$ cat src/rtl/fflk_pkg.sv
package fflk_pkg;

    // Defaults
    localparam int DIST_FRAC_BITS_DEF = 4;

    // Field and datapath widths
    localparam int DIST_W  = 12;
    localparam int CLAMP_W = 10;
    localparam int MU_W    = 13;
    localparam int FILL_W  = 15;
    localparam int THR_W   = 7;
    localparam int NUM_W   = 22;
    localparam int DEN_W   = 16;
    localparam int RCP_W   = 17;

    typedef logic [CLAMP_W-1:0] dist_t;
    typedef logic [MU_W-1:0]    mu_t;
    typedef logic [FILL_W-1:0]  fill_t;
    typedef logic [1:0]         kind_t;
    typedef logic [1:0]         pct_t;

    // Register reset values and indexes
    localparam logic [THR_W-1:0]   THR_RESET  = 7'd75;
    localparam logic [CLAMP_W-1:0] MAXD_RESET = 10'd688;
    localparam logic REG_THRESHOLD = 1'b0;
    localparam logic REG_MAX_DIST  = 1'b1;

    localparam mu_t   MU_ONE   = 13'd4096;
    localparam fill_t FILL_MAX = 15'd25600;

    // Reciprocals: floor(v/d) == (v*m) >> k for any 16-bit v
    localparam logic [RCP_W-1:0] RECIP_7  = 17'd74899;  // k = 19
    localparam logic [RCP_W-1:0] RECIP_13 = 17'd80660;  // k = 20
    localparam logic [RCP_W-1:0] RECIP_12 = 17'd87382;  // k = 20

    // Membership kinds
    localparam kind_t KIND_NEAR = 2'd0;
    localparam kind_t KIND_MED  = 2'd1;
    localparam kind_t KIND_FAR  = 2'd2;

    // Rule consequents
    localparam pct_t PCT_ZERO = 2'd0;
    localparam pct_t PCT_HALF = 2'd1;
    localparam pct_t PCT_FULL = 2'd2;

    // Negative distances go to zero, large ones to the limit
    function automatic dist_t clamp_dist(input logic [DIST_W-1:0] raw, input dist_t lim);
        dist_t res;
        if (raw[DIST_W-1])
            res = '0;
        else if (raw[DIST_W-2:0] > {1'b0, lim})
            res = lim;
        else
            res = raw[CLAMP_W-1:0];
        return res;
    endfunction

    // Rule r: front row r/3 (far, medium, near), back column r%3 (far, medium, near)
    function automatic kind_t rule_front(input logic [3:0] r);
        kind_t k;
        case (r)
            4'd0, 4'd1, 4'd2: k = KIND_FAR;
            4'd3, 4'd4, 4'd5: k = KIND_MED;
            default:          k = KIND_NEAR;
        endcase
        return k;
    endfunction

    function automatic kind_t rule_back(input logic [3:0] r);
        kind_t k;
        case (r)
            4'd0, 4'd3, 4'd6: k = KIND_FAR;
            4'd1, 4'd4, 4'd7: k = KIND_MED;
            default:          k = KIND_NEAR;
        endcase
        return k;
    endfunction

    function automatic pct_t rule_pct(input logic [3:0] r);
        pct_t p;
        case (r)
            4'd0:             p = PCT_ZERO;
            4'd1, 4'd3, 4'd4: p = PCT_HALF;
            default:          p = PCT_FULL;
        endcase
        return p;
    endfunction

endpackage

$ cat src/rtl/fuzzy_fill_level_lock_unit.sv
// Channel  | Dir | Signals                          | Contents (lowest bit first)
// ---------+-----+----------------------------------+-------------------------------------
// input    | in  | s_tvalid, s_tready, s_tdata[71:0] | plastic_front, plastic_back,
//          |     |                                  | paper_front, paper_back, metal_front,
//          |     |                                  | metal_back (12 bits signed each)
// result   | out | m_tvalid, m_tready, m_tdata[47:0] | plastic_fill, paper_fill, metal_fill
//          |     | m_tuser[2:0]                     | locked, lock_entered, lock_released
// config   | in  | psel, penable, pwrite, paddr,    | 0x0 lock_threshold, 0x4 max_distance
//          |     | pwdata, prdata, pready           |
//
// Each item passes, per bin, through 6 membership steps on the shared reciprocal
// multiplier, 9 rule-accumulate steps, 1 divide setup and 15 steps of the serial
// restoring divider (skipped on a zero weight sum), between the idle and done states.
// s_tready is high only while the sequencer is idle.
// The result register holds a finished item while the next one is taken; the
// sequencer waits in its final state only if that register is still full.
// rst_n resets sequencer, lock flag, output valid and config registers; datapath not.
module fuzzy_fill_level_lock_unit #(
    parameter int DIST_FRAC_BITS = fflk_pkg::DIST_FRAC_BITS_DEF
) (
    input  logic        clk,
    input  logic        rst_n,
    // input items
    input  logic        s_tvalid,
    output logic        s_tready,
    input  logic [71:0] s_tdata,   // plastic_front, plastic_back, paper_front,
                                   // paper_back, metal_front, metal_back
    // result items
    output logic        m_tvalid,
    input  logic        m_tready,
    output logic [47:0] m_tdata,   // plastic_fill, paper_fill, metal_fill, 3'b0
    output logic [2:0]  m_tuser,   // locked, lock_entered, lock_released
    // configuration
    input  logic        psel,
    input  logic        penable,
    input  logic        pwrite,
    input  logic [2:0]  paddr,
    input  logic [31:0] pwdata,
    output logic [31:0] prdata,
    output logic        pready
);

    // Membership breakpoints in distance units
    localparam logic [15:0] X8  = 16'(8  << DIST_FRAC_BITS);
    localparam logic [15:0] X10 = 16'(10 << DIST_FRAC_BITS);
    localparam logic [15:0] X15 = 16'(15 << DIST_FRAC_BITS);
    localparam logic [15:0] X23 = 16'(23 << DIST_FRAC_BITS);
    localparam logic [15:0] X25 = 16'(25 << DIST_FRAC_BITS);
    localparam logic [15:0] X35 = 16'(35 << DIST_FRAC_BITS);
    localparam logic [15:0] X38 = 16'(38 << DIST_FRAC_BITS);
    localparam int SHL = 12 - DIST_FRAC_BITS;

    // Sequencer states
    localparam logic [2:0] ST_IDLE = 3'd0;
    localparam logic [2:0] ST_MEMB = 3'd1;
    localparam logic [2:0] ST_RULE = 3'd2;
    localparam logic [2:0] ST_DSET = 3'd3;
    localparam logic [2:0] ST_DIV  = 3'd4;
    localparam logic [2:0] ST_DONE = 3'd5;

    // Control registers
    logic [2:0] state_reg, state_next;
    logic [3:0] step_reg, step_next;
    logic [1:0] bin_reg, bin_next;
    logic       out_valid_reg, out_valid_next;
    logic       lock_reg, lock_next;
    logic [fflk_pkg::THR_W-1:0] thr_reg, thr_next;
    fflk_pkg::dist_t            maxd_reg, maxd_next;

    // Payload registers
    fflk_pkg::dist_t dist_reg [6];
    fflk_pkg::dist_t dist_next [6];
    fflk_pkg::mu_t   mu_front_reg [3];
    fflk_pkg::mu_t   mu_front_next [3];
    fflk_pkg::mu_t   mu_back_reg [3];
    fflk_pkg::mu_t   mu_back_next [3];
    fflk_pkg::fill_t fill_reg [3];
    fflk_pkg::fill_t fill_next [3];
    logic [fflk_pkg::NUM_W-1:0] num_reg, num_next;
    logic [fflk_pkg::DEN_W-1:0] den_reg, den_next;
    logic [fflk_pkg::DEN_W:0]   rem_reg, rem_next;
    logic [14:0]                dvd_reg, dvd_next;
    fflk_pkg::fill_t            quo_reg, quo_next;
    fflk_pkg::fill_t            out_fill_reg [3];
    fflk_pkg::fill_t            out_fill_next [3];
    logic [2:0]                 out_flags_reg, out_flags_next;

    // APB port
    logic cfg_wr;
    assign pready = 1'b1;
    assign cfg_wr = psel & penable & pwrite;
    assign prdata = (paddr[2] == fflk_pkg::REG_MAX_DIST) ?
                    {22'd0, maxd_reg} : {25'd0, thr_reg};

    always_comb
    begin
        thr_next  = thr_reg;
        maxd_next = maxd_reg;
        if (cfg_wr)
        begin
            if (paddr[2] == fflk_pkg::REG_THRESHOLD)
                thr_next = pwdata[fflk_pkg::THR_W-1:0];
            else
                maxd_next = pwdata[fflk_pkg::CLAMP_W-1:0];
        end
    end

    // Membership step: select distance and kind
    logic                 side;
    fflk_pkg::kind_t      kind;
    logic [2:0]           dsel;
    logic [15:0]          mx;
    logic                 mu_sat;
    fflk_pkg::mu_t        mu_const;
    logic [15:0]          dlt;
    logic [fflk_pkg::RCP_W-1:0] recip;
    logic                 by7;
    logic [15:0]          vval;
    logic [32:0]          prod;
    fflk_pkg::mu_t        mu_calc;

    assign side = (step_reg >= 4'd3);
    assign kind = side ? 2'(step_reg - 4'd3) : step_reg[1:0];
    assign dsel = {bin_reg, side};
    assign mx   = {6'd0, dist_reg[dsel]};

    always_comb
    begin
        mu_sat   = 1'b1;
        mu_const = '0;
        dlt      = '0;
        recip    = '0;
        by7      = 1'b0;
        case (kind)
            fflk_pkg::KIND_NEAR:
            begin
                if (mx <= X8)
                    mu_const = fflk_pkg::MU_ONE;
                else if (mx < X15)
                begin
                    mu_sat = 1'b0;
                    dlt    = X15 - mx;
                    recip  = fflk_pkg::RECIP_7;
                    by7    = 1'b1;
                end
            end
            fflk_pkg::KIND_MED:
            begin
                if (mx > X10 && mx <= X23)
                begin
                    mu_sat = 1'b0;
                    dlt    = mx - X10;
                    recip  = fflk_pkg::RECIP_13;
                end
                else if (mx > X23 && mx < X35)
                begin
                    mu_sat = 1'b0;
                    dlt    = X35 - mx;
                    recip  = fflk_pkg::RECIP_12;
                end
            end
            fflk_pkg::KIND_FAR:
            begin
                if (mx >= X38)
                    mu_const = fflk_pkg::MU_ONE;
                else if (mx > X25)
                begin
                    mu_sat = 1'b0;
                    dlt    = mx - X25;
                    recip  = fflk_pkg::RECIP_13;
                end
            end
            default:
            begin
                mu_const = '0;
            end
        endcase
    end

    // Shared multiplier: scaled offset times reciprocal of the slope span
    assign vval = 16'(dlt << SHL);
    assign prod = 33'(vval) * 33'(recip);
    assign mu_calc = mu_sat ? mu_const : (by7 ? prod[31:19] : prod[32:20]);

    // Rule step: weight is the smaller membership, weighted by 0, 50 or 100
    fflk_pkg::mu_t              w_f, w_b, w_min;
    fflk_pkg::pct_t             pct;
    logic [fflk_pkg::NUM_W-1:0] w50, wc;

    assign w_f   = mu_front_reg[fflk_pkg::rule_front(step_reg)];
    assign w_b   = mu_back_reg[fflk_pkg::rule_back(step_reg)];
    assign w_min = (w_f < w_b) ? w_f : w_b;
    assign pct   = fflk_pkg::rule_pct(step_reg);
    assign w50   = (22'(w_min) << 5) + (22'(w_min) << 4) + (22'(w_min) << 1);

    always_comb
    begin
        case (pct)
            fflk_pkg::PCT_HALF: wc = w50;
            fflk_pkg::PCT_FULL: wc = w50 << 1;
            default:            wc = '0;
        endcase
    end

    // Divider step: shift in one dividend bit, subtract if it fits
    logic [fflk_pkg::DEN_W:0] trial;
    logic                     fits;

    assign trial = {rem_reg[fflk_pkg::DEN_W-1:0], dvd_reg[14]};
    assign fits  = (trial >= {1'b0, den_reg});

    // Lock decision on the finished fills
    logic [fflk_pkg::FILL_W-1:0] thr_fill;
    logic                        any_hit;
    logic                        out_free;

    assign thr_fill = {thr_reg, 8'd0};
    assign any_hit  = (fill_reg[0] >= thr_fill) || (fill_reg[1] >= thr_fill) ||
                      (fill_reg[2] >= thr_fill);
    assign out_free = !out_valid_reg || m_tready;

    // Sequencer
    always_comb
    begin
        state_next     = state_reg;
        step_next      = step_reg;
        bin_next       = bin_reg;
        out_valid_next = out_valid_reg;
        lock_next      = lock_reg;
        dist_next      = dist_reg;
        mu_front_next  = mu_front_reg;
        mu_back_next   = mu_back_reg;
        fill_next      = fill_reg;
        num_next       = num_reg;
        den_next       = den_reg;
        rem_next       = rem_reg;
        dvd_next       = dvd_reg;
        quo_next       = quo_reg;
        out_fill_next  = out_fill_reg;
        out_flags_next = out_flags_reg;

        if (out_valid_reg && m_tready)
            out_valid_next = 1'b0;

        case (state_reg)
            ST_IDLE:
            begin
                if (s_tvalid)
                begin
                    for (int i = 0; i < 6; i++)
                        dist_next[i] = fflk_pkg::clamp_dist(s_tdata[12*i +: 12], maxd_reg);
                    bin_next   = '0;
                    step_next  = '0;
                    state_next = ST_MEMB;
                end
            end
            ST_MEMB:
            begin
                if (side)
                    mu_back_next[kind] = mu_calc;
                else
                    mu_front_next[kind] = mu_calc;
                if (step_reg == 4'd5)
                begin
                    step_next  = '0;
                    num_next   = '0;
                    den_next   = '0;
                    state_next = ST_RULE;
                end
                else
                    step_next = step_reg + 4'd1;
            end
            ST_RULE:
            begin
                num_next = num_reg + wc;
                den_next = den_reg + 16'(w_min);
                if (step_reg == 4'd8)
                begin
                    step_next  = '0;
                    state_next = ST_DSET;
                end
                else
                    step_next = step_reg + 4'd1;
            end
            ST_DSET:
            begin
                // dividend is num * 256; its top 15 bits are below den
                rem_next = 17'(num_reg[21:7]);
                dvd_next = {num_reg[6:0], 8'd0};
                quo_next = '0;
                step_next = '0;
                if (den_reg == '0)
                begin
                    fill_next[bin_reg] = '0;
                    if (bin_reg == 2'd2)
                        state_next = ST_DONE;
                    else
                    begin
                        bin_next   = bin_reg + 2'd1;
                        state_next = ST_MEMB;
                    end
                end
                else
                    state_next = ST_DIV;
            end
            ST_DIV:
            begin
                rem_next = fits ? (trial - {1'b0, den_reg}) : trial;
                dvd_next = {dvd_reg[13:0], 1'b0};
                quo_next = {quo_reg[13:0], fits};
                if (step_reg == 4'd14)
                begin
                    fill_next[bin_reg] = {quo_reg[13:0], fits};
                    step_next          = '0;
                    if (bin_reg == 2'd2)
                        state_next = ST_DONE;
                    else
                    begin
                        bin_next   = bin_reg + 2'd1;
                        state_next = ST_MEMB;
                    end
                end
                else
                    step_next = step_reg + 4'd1;
            end
            ST_DONE:
            begin
                if (out_free)
                begin
                    out_fill_next  = fill_reg;
                    out_flags_next = {lock_reg & ~any_hit, any_hit & ~lock_reg, any_hit};
                    lock_next      = any_hit;
                    out_valid_next = 1'b1;
                    state_next     = ST_IDLE;
                end
            end
            default:
            begin
                state_next = ST_IDLE;
            end
        endcase
    end

    // Control state
    always_ff @(posedge clk or negedge rst_n)
    begin
        if (!rst_n)
        begin
            state_reg     <= ST_IDLE;
            step_reg      <= '0;
            bin_reg       <= '0;
            out_valid_reg <= 1'b0;
            lock_reg      <= 1'b0;
            thr_reg       <= fflk_pkg::THR_RESET;
            maxd_reg      <= fflk_pkg::MAXD_RESET;
        end
        else
        begin
            state_reg     <= state_next;
            step_reg      <= step_next;
            bin_reg       <= bin_next;
            out_valid_reg <= out_valid_next;
            lock_reg      <= lock_next;
            thr_reg       <= thr_next;
            maxd_reg      <= maxd_next;
        end
    end

    // Datapath
    always_ff @(posedge clk)
    begin
        dist_reg      <= dist_next;
        mu_front_reg  <= mu_front_next;
        mu_back_reg   <= mu_back_next;
        fill_reg      <= fill_next;
        num_reg       <= num_next;
        den_reg       <= den_next;
        rem_reg       <= rem_next;
        dvd_reg       <= dvd_next;
        quo_reg       <= quo_next;
        out_fill_reg  <= out_fill_next;
        out_flags_reg <= out_flags_next;
    end

    // Ports
    assign s_tready = (state_reg == ST_IDLE);
    assign m_tvalid = out_valid_reg;
    assign m_tdata  = {3'd0, out_fill_reg[2], out_fill_reg[1], out_fill_reg[0]};
    assign m_tuser  = out_flags_reg;

    // Checks
    a_div_nonzero: assert property (@(posedge clk) disable iff (!rst_n)
        (state_reg == ST_DIV) |-> (den_reg != '0))
        else $error("divider running with zero weight sum");

    a_busy_after_accept: assert property (@(posedge clk) disable iff (!rst_n)
        (s_tvalid && s_tready) |=> !s_tready)
        else $error("ready right after an accepted item");

    a_lock_matches: assert property (@(posedge clk) disable iff (!rst_n)
        m_tvalid |-> (lock_reg == m_tuser[0]))
        else $error("lock flag differs from presented result");

    a_pulse_excl: assert property (@(posedge clk) disable iff (!rst_n)
        m_tvalid |-> !(m_tuser[1] && m_tuser[2]))
        else $error("lock entry and release on one item");

    a_fill_range: assert property (@(posedge clk) disable iff (!rst_n)
        m_tvalid |-> (out_fill_reg[0] <= fflk_pkg::FILL_MAX &&
                      out_fill_reg[1] <= fflk_pkg::FILL_MAX &&
                      out_fill_reg[2] <= fflk_pkg::FILL_MAX))
        else $error("fill above 100 percent");

endmodule

$ cat config.mk
export PLATFORM = sky130hd
export DESIGN_NAME = fuzzy_fill_level_lock_unit
export DESIGN_NICKNAME = d
export VERILOG_FILES = /design/src/rtl/fflk_pkg.sv /design/src/rtl/fuzzy_fill_level_lock_unit.sv
export SDC_FILE = /design/constraint.sdc
export NUM_CORES = 1
export LEC_CHECK = 0
export BUFFER_PORTS_ARGS = -buffer_cell sky130_fd_sc_hd__buf_2
export CORE_UTILIZATION = 45
export CTS_CLUSTER_SIZE = 28
export DETAILED_ROUTE_END_ITERATION = 8
export HOLD_SLACK_MARGIN = 0.03
export MAX_ROUTING_LAYER = met4
export SYNTH_ARGS = -nofsm -noshare
export SYNTH_HDL_FRONTEND = slang
export SYNTH_SLANG_ARGS = --single-unit
export TNS_END_PERCENT = 20
$ cat constraint.sdc
create_clock -name clk -period 13.7 [get_ports clk]
set_clock_uncertainty 0.05 [all_clocks]
set_input_delay 2.055 -clock clk [delete_from_list [all_inputs] [get_ports clk]]
set_output_delay 2.055 -clock clk [all_outputs]
set_load 0.02 [all_outputs]
== Word level (Yosys, flattened, before mapping) ==
Index checks and enable logic that the tools add are counted.
Word-level totals
  bits in registers: 342
  bits in latches: 0
  bits in writable memories: 0
  bits in read-only memories: 0
  input port bits: 114
  output and inout bits: 86
  logic and storage cells: 234
  memories: 0
Cells by class
  $add $sub $neg: 12
  multiply operators: 1
  div/mod/pow operators: 0
  $lt $le $gt $ge: 27
  equal/unequal tests: 25
  shift-type cells: 0
  mux-type cells: 90
  bitwise logic cells: 15
  reduce and logical (&&, ||, !) cells: 33
Operators by type and width (count)
  13-bit 2-to-1 mux: 10
  17-bit 2-to-1 mux: 6
  10-bit 2-to-1 mux: 9
  45-bit 2-to-1 mux: 2
  45-bit case mux with 2 select lines: 1
  39-bit bitwise mux: 2
  11-bit by 10-bit > comparator with 1-bit output: 6
  16-bit case mux with 2 select lines: 2
  13-bit binary-select mux with 2-bit select: 2
  17-bit case mux with 3 select lines: 1
  8-bit 2-to-1 mux: 6
  45-bit AND: 1
  45-bit bitwise mux: 1
  15-bit >= comparator: 3
  45-bit inverter: 1
  22-bit case mux with 2 select lines: 1
  21-bit case mux with 2 select lines: 1
  16-bit 2-to-1 mux: 2
  10-bit binary-select mux with 3-bit select: 1
  15-bit demux with 2-bit select: 1
  15-bit case mux with 2 select lines: 1
  14-bit case mux with 2 select lines: 1
  13-bit demux with 2-bit select: 1
  13-bit case mux with 2 select lines: 1
  other kinds (66): 140

== Longest topological paths before layout ==
Gate-level depths: netlist of the first run.
  depth in word-level cells: 14
  depth in mapped cells: 43
  depth with buffers taken out: 39

== Least setup slack after synthesis of the first run ==
Ideal clock, no wire load.
  path type: register to register
  start point: register step_reg[1]
  end point: register mu_back_reg[12] (netlist bit) (data pin)
  setup time: 0.275 ns
  arrival: 8.686 ns
  data required time: 13.375 ns
  slack: 4.689 ns
  stages on the path, launching flop included: 37
  path buffers: 3
  period minus slack after synthesis: 9.011 ns
  cells stage by stage: dfrtp_1 ha_1 or3_1 buf_6 buf_6 mux4_2 a21oi_2 inv_1 ha_1 and2_1 a211oi_1 o21a_1 nand2b_1 and2_1 buf_2 a311o_1 nand2b_2 inv_2 nor2_1 ha_1 fa_1 fa_1 inv_1 fa_1 inv_1 ha_1 nand3_1 a211oi_1 nand2_1 or4b_1 a211oi_2 nor3_1 o31a_1 o31a_1 o21bai_4 o21ai_1 a211o_1
On the way
  cells in the longest elaborated chain, start to end: 14
  elaborated cells between the ends (all ways): 61
  those cells by class: add/sub (5); mul (1); order compare (11); eq/ne (2); mux (36); bitwise (2); reduce/logical (4)
Ends and longest elaborated chain
  start, declared: RTL line fuzzy_fill_level_lock_unit.sv:63  | logic [3:0] step_reg, step_next;
  start signal, assigned: RTL line fuzzy_fill_level_lock_unit.sv:360  | step_reg <= step_next;
  4-bit by 2-bit >= comparator with 1-bit output: RTL line fuzzy_fill_level_lock_unit.sv:122  | assign side = (step_reg >= 4'd3);
  3-bit inverter with 4-bit output (implied by the code): RTL line fuzzy_fill_level_lock_unit.sv:125  | assign mx = {6'd0, dist_reg[dsel]};
  10-bit binary-select mux with 3-bit select: RTL line fuzzy_fill_level_lock_unit.sv:125
  10-bit 2-to-1 mux (implied by the code) (2 in a row): RTL line fuzzy_fill_level_lock_unit.sv:125
  10-bit by 9-bit > comparator with 1-bit output / 10-bit < comparator (equally long branches): RTL line fuzzy_fill_level_lock_unit.sv:155  | else if (mx > X23 && mx < X35)
  1-bit logical AND: RTL line fuzzy_fill_level_lock_unit.sv:155
  8-bit 2-to-1 mux / 17-bit 2-to-1 mux (equally long branches): RTL line fuzzy_fill_level_lock_unit.sv:155
  8-bit 2-to-1 mux / 17-bit 2-to-1 mux (equally long branches): RTL line fuzzy_fill_level_lock_unit.sv:149  | if (mx > X10 && mx <= X23)
  8-bit case mux with 3 select lines / 17-bit case mux with 3 select lines (equally long branches): RTL line fuzzy_fill_level_lock_unit.sv:134  | case (kind)
  8-bit by 17-bit multiplier with 25-bit output: RTL line fuzzy_fill_level_lock_unit.sv:182  | assign prod = 33'(vval) * 33'(recip);
  13-bit 2-to-1 mux: RTL line fuzzy_fill_level_lock_unit.sv:183  | assign mu_calc = mu_sat ? mu_const : (by7 ? prod[31:19] : prod[32:20]);
  13-bit 2-to-1 mux *: RTL line fuzzy_fill_level_lock_unit.sv:183
  via mu_calc[12]: RTL line fuzzy_fill_level_lock_unit.sv:120  | fflk_pkg::mu_t mu_calc;
  39-bit bitwise mux *: RTL line fuzzy_fill_level_lock_unit.sv:260  | mu_back_next[kind] = mu_calc;
  end signal, assigned: RTL line fuzzy_fill_level_lock_unit.sv:374  | mu_back_reg <= mu_back_next;
  end, declared: RTL line fuzzy_fill_level_lock_unit.sv:75  | fflk_pkg::mu_t mu_back_reg [3];
The timed path passes the listed nets; every way through them passes the cells marked *. The select of a mux whose other input is x is not followed.
A chain may end at the register's enable or synchronous reset.

== Final worst setup path of the first run ==
  start point: register step_reg[0]
  end point: register mu_back_reg[4] (netlist bit) (data pin)
The elaborated chain is that of the path after synthesis.

==> results of run 1 <==
layout by cell type (no fill, tap or decap), drive strengths merged, types with 7 or more instances in the layout:
cell	synthesis	final
or2	9	9
mux2	22	22
nor3	50	50
o31ai	12	12
ha	236	236
or3	10	10
clkinv	1	13
and2	16	16
a21boi	11	11
o21bai	17	17
a21oi	114	114
a31oi	18	18
a21o	28	28
conb	2	26
nand2	211	211
mux4	7	7
a22o	14	14
dfstp	8	8
nand2b	18	18
and3	25	25
mux2i	127	127
o21ai	141	141
inv	214	215
nor2b	33	33
clkbuf	68	51
o21a	54	54
xor2	18	18
buf	55	168
dfrtp	20	20
edfxtp	304	304
o22ai	8	8
nor2	219	219
xnor2	36	36
nand3	22	22
fa	77	77
a22oi	8	8
nor4	12	12
nand4b	7	7
a211oi	9	9
nand4	15	15
per-stage QoR:
stage	setup WS [ps]	util
after detailed placement	2200	0.481
after global routing	1250	0.504
final	2160	0.504
after floorplan	4690	-
after CTS	2160	0.504
after global placement	2310	0.481
layout make-up:
class | instances | area (sq um)
fillers | 4804 | 26200
multi-input cells | 1700 | 13000
flip-flops and latches | 332 | 9840
clock buffers | 51 | 1020
repair buffers | 168 | 888
well taps | 688 | 861
inverters | 215 | 807
clock inverters | 17 | 185
routing by layer:
layer  vias to the layer above  share of wire  GRT usage  routed length [um]
li1                       8528              -          -                   -
met1                      8509           0.46      0.307               27500
met2                       405           0.48      0.376               28700
met3                        98          0.038     0.0238                2240
met4                         0          0.022     0.0625                1330
met5                         -              0          -                   0
logic make-up (layout without fill, tap and decap cells):
group / after synthesis / after routing / synth area share
simple gates: 667 / 667 / 0.128
fa+ha+maj: 313 / 313 / 0.186
xor+xnor: 54 / 54 / 0.0196
compound gates: 484 / 484 / 0.130
buf+inv: 338 / 451 / 0.0584
flops: 332 / 332 / 0.408
mux: 156 / 156 / 0.0697
other cells: 2 / 26 / 0.000312
path summary, 6_finish.rpt:
kind / to / slack [ps] / depth (start not counted)
worst min-delay path: m_tdata[38]$_DFFE_PP_ / 400 / 0
min in group asynchronous: lock_reg$_DFFE_PN0P_ / 1480 / 1
worst max-delay path: mu_back_reg[4]$_DFFE_PP_ / 2160 / 34
worst max register to register: mu_back_reg[4]$_DFFE_PP_ / 2160 / 34
worst min register to register: m_tdata[38]$_DFFE_PP_ / 400 / 0
max in group asynchronous: state_reg[0]$_DFFE_PN0P_ / 11710 / 1
==> qor.yml, run 1 <==
cells_and_area:
  drive_gt1_frac: 0.120
  final_cell_count_no_fill: 3171
  final_area_sq_mm: 0.0266
  nNetsFinal: 2881
  antenna_cells: 0
  syn_to_final_growth_pct: 10.4
  largest_reg_flops: 60
clocking:
  cts_sinks: 332
  cts_tree: "yes"
  insertion_delay_ps: 560
  path_clk_slew_ps: 60
  cts_resized: 0
  postCtsSetupBuffers: 0
  htree_levels: 2
  hold_buffers: 0
  clk_path_buf_depth: 3
  numCtsBuffers: 37
  cts-root-buf: "clkbuf_16"
die:
  pin_count: 200
  die_x_um: 233
  die-height_um: 233
  fp-row-count: 84
  start_util: 0.457
  core-area_sq_mm: 0.0528
  dieArea_sq_mm: 0.0545
global_route:
  grt_max_degree: 78
  antenna_found_initial: 0
  overflow: 0
  grt.total_usage: 0.231
  grt_first_pass_wirelength_um: 95800
  grt_pass1_vias: 17600
critical_path:
  crit_path_frequent_cell: "fa_1"
  r2r-start: "step_reg[0]$_DFFE_PN0P_"
  slowest_stage: "nor4_1"
  worst_ep_required_time_ps: 13840
  cp-end-kind: "flop"
  crit_family: "simple AND/OR/NAND/NOR gates"
  crit_start: "step_reg[0]$_DFFE_PN0P_"
  critPathMaxFanout: 14
  critPathLaunchType: "flop"
  critPathArrivalTime_ps: 11690
  path_class: "flop to flop"
  crit_path_max_incr_delay_ps: 860
  path_buf_inv: 3
placement:
  post-dp-hpwl_um: 45500
  gp_congestion: 0.930
  dp_cells: 3103
  portBuffers: 149
  place_area_sq_mm: 0.0254
route:
  ant_nets: 0
  drt_wl_total_um: 59700
  vias_per_cell: 5.53
  via_count: 17500
  wl_per_cell_um: 18.8
  firstDrtPassIters: 7
  drc: 4
  drtIter0Drc: 1144
outcome:
  status: "finished, violations left"
  violations: "DRC"
synthesis:
  synth.most_common_cell: "edfxtp_1"
  synthTopCellsByArea: "edfxtp_1 38%, ha_1 12%, fa_1 6.4%"
  synth_seq_cells: 332
  synth_top_area_frac: 0.379
  ys_types: 87
  synth-seq-area-share: 0.408
  syn_inst: 2346
  async_flop_share: 0.0843
  synth_area_leader_cell: "edfxtp_1"
  syn_area_per_cell_sq_um: 10.3
  ys.flop_type: "edfxtp_1"
  syn_area_sq_mm: 0.0241
  yosysWarningCount: 0
  synth_top_cells_by_count: "304 x edfxtp_1, 236 x ha_1, 219 x nor2_1, 212 x inv_1, 211 x nand2_1"
  synth_edf_count: 304
timing:
  setup_viol: 0
  slew_headroom: 0.177
  slew_viol_final: 0
  holdWs_ps: 401
  fin_crit_ps: 11540
  finalCritPeriodShare: 0.843
  finalHoldViolations: 0
  tns_ps: 0
  rsz0062_at_grt: "no"
  max_clock_freq_mhz: 86.6
  worst_pin_slew_ps: 1230
min_path:
  min_path_type: "flop to flop"
  min_from: "fill_reg[8]$_DFFE_PP_"
job:
  maxCapViolCount: 0
Power of run 1 is left out: the tool's default activity adds up to more than one toggle a clock period on the data nets, which glitch-free logic cannot reach.
==> inputs of run 2 (changes only) <==
Settings changed: PLACE_DENSITY set to 0.65.
Clock period 13.7 ns to 9.4 ns, I/O delays scaled along.
==> qor.yml, run 2 (synthesized netlist as in run 1, its figures left out) <==
cells_and_area:
  antenna_cells: 0
  drive_gt1_frac: 0.156
  final_cell_mix: "304 x edfxtp_1, 234 x ha_1, 216 x nor2_1"
  largest_reg_flops: 60
  final_common_cell: "edfxtp_1"
  nNetsFinal: 2946
  syn_to_final_growth_pct: 13.3
  final_cell_count_no_fill: 3237
  final_util: 0.518
  final_area_sq_mm: 0.0273
timing:
  rsz0062_at_grt: "yes"
  worst_pin_slew_ps: 1290
  holdWs_ps: 411
  max_clock_freq_mhz: 111
  slew_headroom: 0.140
  finalCritPeriodShare: 0.961
  setup_viol: 0
  fin_crit_ps: 9030
  slew_viol_final: 0
  finalHoldViolations: 0
placement:
  post-dp-hpwl_um: 46000
  place_area_sq_mm: 0.0258
  portBuffers: 149
  dp_cells: 3150
  gp_congestion: 0.981
min_path:
  min_path_type: "flop to flop"
  min_from: "fill_reg[38]$_DFFE_PP_"
critical_path:
  worst_ep_required_time_ps: 9630
  critPathArrivalTime_ps: 9260
  path_class: "flop to flop"
  cp-end-kind: "flop"
  r2r-start: "step_reg[0]$_DFFE_PN0P_"
  crit_start: "step_reg[0]$_DFFE_PN0P_"
  critPathLaunchType: "flop"
  slowest_stage: "or4b_1"
  crit_path_frequent_cell: "fa_1"
  critPathMaxFanout: 7
  crit_path_max_incr_delay_ps: 590
global_route:
  grt.total_usage: 0.228
  grt.busiest_layer: "met2"
  grt_first_pass_wirelength_um: 95300
  grt_max_degree: 61
  use_met1: 0.295
  grt_pass1_vias: 18000
  antenna_found_initial: 0
  overflow: 0
  met2_usage: 0.376
  use_met3: 0.0269
die:
  dieArea_sq_mm: 0.0545
  fp-row-count: 84
  die-height_um: 233
  pin_count: 200
  core-area_sq_mm: 0.0528
  start_util: 0.457
  die_x_um: 233
route:
  ant_nets: 0
  drt_wl_total_um: 59800
  firstDrtPassIters: 7
  drtIter0Drc: 1274
  vias_per_cell: 5.55
  wl_per_cell_um: 18.5
  drc: 2
  via_count: 18000
outcome:
  status: "finished, violations left"
  violations: "DRC"
clocking:
  cts_sinks: 332
  htree_levels: 2
  clk_path_buf_depth: 3
  numCtsBuffers: 38
  cts_tree: "yes"
  path_clk_slew_ps: 60
  hold_buffers: 0
  cts-root-buf: "clkbuf_16"
  insertion_delay_ps: 560
job:
  maxCapViolCount: 0
## run 2: cell types whose count changed in the layout (fill, tap and decap cells not counted), moves of 5 or more
cell,delta
a21oi_1,-5
a21oi_2,+5
buf_4,+59
clkbuf_1,-6
## run 2: path summary, 6_finish.rpt
check                                                  end  slack (ps)  cells after the start
worst max-delay path            mu_front_reg[38]$_DFFE_PP_         370                     33
worst min-delay path                  m_tdata[8]$_DFFE_PP_         410                      0
worst max register to register  mu_front_reg[38]$_DFFE_PP_         370                     33
worst min register to register        m_tdata[8]$_DFFE_PP_         410                      0
max in group asynchronous           bin_reg[0]$_DFFE_PN0P_        8060                      1
min in group asynchronous               m_tvalid$_DFF_PN0_         810                      1
## run 2: final cells by class
class                      instances  area [sq um]
fill                            4731         25400
multi-input combinational       1700         13200
sequential                       332          9840
timing repair buffer             232          1410
clock buffer                      44           973
tap                              688           861
inverter                         215           812
clock inverter                    26           264
## run 2: routing by layer
layer  wire length [um]  vias to the layer above  share of wire
met5                  0                        -              0
met4               1440                        0          0.024
li1                   -                     8646              -
met2              29200                      453           0.49
met1              26500                     8771           0.44
met3               2640                       98          0.044
## run 2: critical path: cells and delay by family (launching register included)
family / cells / cell delay [ps]
simple gates: 9 / 1940
buf+inv: 4 / 460
flops: 1 / 380
fa+ha+maj: 7 / 2810
compound gates: 12 / 2650
mux: 1 / 450
## run 2: what timing repair did
item | 4_1_cts | 5_1_grt
endpoints found under the setup margin | 37 | 72
buffers inserted | 1 | 16
gates cloned | 0 | 0
gates resized for setup | 1 | 44
pin swaps | 1 | 5
## run 2: metrics by stage
step	setup WS (ps)	setup TNS, ps
global route	-25.1	-140
detailed placement	-127	-1020
floorplan	389	0
global placement	104	0
finish	366	0
CTS	47.2	0
Power of run 2 is left out for the same reason.
==> inputs of run 3 (changes only) <==
Settings changed: CELL_PAD_IN_SITES_DETAIL_PLACEMENT set to 0, CELL_PAD_IN_SITES_GLOBAL_PLACEMENT set to 1, CORE_UTILIZATION 45 to 44, PLACE_DENSITY 0.65 to not set, PLACE_DENSITY_LB_ADDON set to 0.1, SLEW_MARGIN set to 20.
==> qor.yml, run 3 (synthesized netlist as in run 1, its figures left out) <==
outcome:
  status: "complete, no violations"
route:
  via_count: 17700
  ant_nets: 0
  drt_wl_total_um: 61200
  drc: 0
  drtIter0Drc: 907
  wl_per_cell_um: 18.8
  vias_per_cell: 5.41
  firstDrtPassIters: 5
global_route:
  antenna_found_initial: 0
  grt_max_degree: 78
  grt_pass1_vias: 17600
  overflow: 0
  grt.total_usage: 0.227
  grt_first_pass_wirelength_um: 96600
placement:
  dp_cells: 3193
  gp_congestion: 0.915
  portBuffers: 149
  place_area_sq_mm: 0.0260
  post-dp-hpwl_um: 47000
critical_path:
  r2r-start: "step_reg[0]$_DFFE_PN0P_"
  critPathArrivalTime_ps: 9210
  worst_ep_required_time_ps: 9630
  path_class: "flop to flop"
  critPathLaunchType: "flop"
  crit_path_max_incr_delay_ps: 550
  crit_start: "step_reg[0]$_DFFE_PN0P_"
  ff2ff_setup_slack_ps: 420
  cp-end-kind: "flop"
  critPathMaxFanout: 10
  slowest_stage: "fa_1"
min_path:
  min_from: "fill_reg[8]$_DFFE_PP_"
  min_path_type: "flop to flop"
timing:
  slew_viol_final: 0
  slew_headroom: 0.297
  fin_crit_ps: 8980
  tns_ps: 0
  finalHoldViolations: 0
  worst_pin_slew_ps: 1050
  finalCritPeriodShare: 0.955
  setup_viol: 0
  max_clock_freq_mhz: 111
  rsz0062_at_grt: "no"
cells_and_area:
  drive_gt1_frac: 0.162
  final_common_cell: "edfxtp_1"
  largest_reg_flops: 60
  final_cell_mix: "304 x edfxtp_1, 233 x ha_1, 214 x nor2_1"
  final_cell_count_no_fill: 3263
  fill_cells: 4915
  syn_to_final_growth_pct: 13.8
  final_area_sq_mm: 0.0274
  antenna_cells: 0
  nNetsFinal: 2965
clocking:
  clk_path_buf_depth: 3
  cts-root-buf: "clkbuf_16"
  insertion_delay_ps: 570
  cts_sinks: 332
  htree_levels: 2
  hold_buffers: 0
  path_clk_slew_ps: 60
  numCtsBuffers: 37
  cts_tree: "yes"
die:
  dieArea_sq_mm: 0.0557
  start_util: 0.446
  die-height_um: 236
  die_x_um: 236
  fp-row-count: 85
  pin_count: 200
  core-area_sq_mm: 0.0540
job:
  maxCapViolCount: 0
[run 3: layer usage]
layer / up-vias / GRT usage / wire length (um)
li1: 8696 / - / -
met1: 8550 / 0.298 / 28600
met2: 336 / 0.373 / 29400
met3: 79 / 0.0243 / 1870
met4: 0 / 0.0588 / 1360
met5: - / - / 0
[run 3: stage by stage]
step / utilization / hold slack [ps] / setup slack, ps
after CTS: 0.505 / 402 / 115
after global routing: 0.508 / 407 / 9.46
after detailed placement: 0.482 / 385 / 163
after floorplan: - / 376 / 389
final: 0.508 / 400 / 422
after global placement: 0.482 / 385 / 263
[run 3: worst max-delay path, delay by kind of cell (launching register included)]
| family | cells | cell delay (ps) |
|---|---|---|
| compound gates | 12 | 2910 |
| fa+ha+maj | 6 | 2400 |
| buf+inv | 6 | 590 |
| flops | 1 | 380 |
| mux | 1 | 540 |
| simple gates | 9 | 1800 |
[run 3: worst paths after layout]
path	end	cells after the start
min in group asynchronous	lock_reg$_DFFE_PN0P_	1
max reg2reg	mu_back_reg[38]$_DFFE_PP_	34
min reg2reg	m_tdata[38]$_DFFE_PP_	0
min	m_tdata[38]$_DFFE_PP_	0
max	mu_back_reg[38]$_DFFE_PP_	34
max in group asynchronous	step_reg[0]$_DFFE_PN0P_	1
[run 3: final cells by class]
class / instances / area [sq um] / area share
clock inverter: 28 / 320 / 0.0117
timing repair buffer: 252 / 1540 / 0.0560
inverter: 215 / 807 / 0.0294
multi-input combinational: 1700 / 13100 / 0.478
clock buffer: 40 / 937 / 0.0342
sequential: 332 / 9840 / 0.359
tap: 696 / 871 / 0.0317
[run 3: what timing repair did]
| action | 4_1_cts | 5_1_grt |
|---|---|---|
| setup endpoints to repair | 0 | 64 |
| resized for setup | 0 | 20 |
| endpoints found under the hold margin | 0 | 0 |
| buffers inserted | 0 | 2 |
Power of run 3 is left out for the same reason.
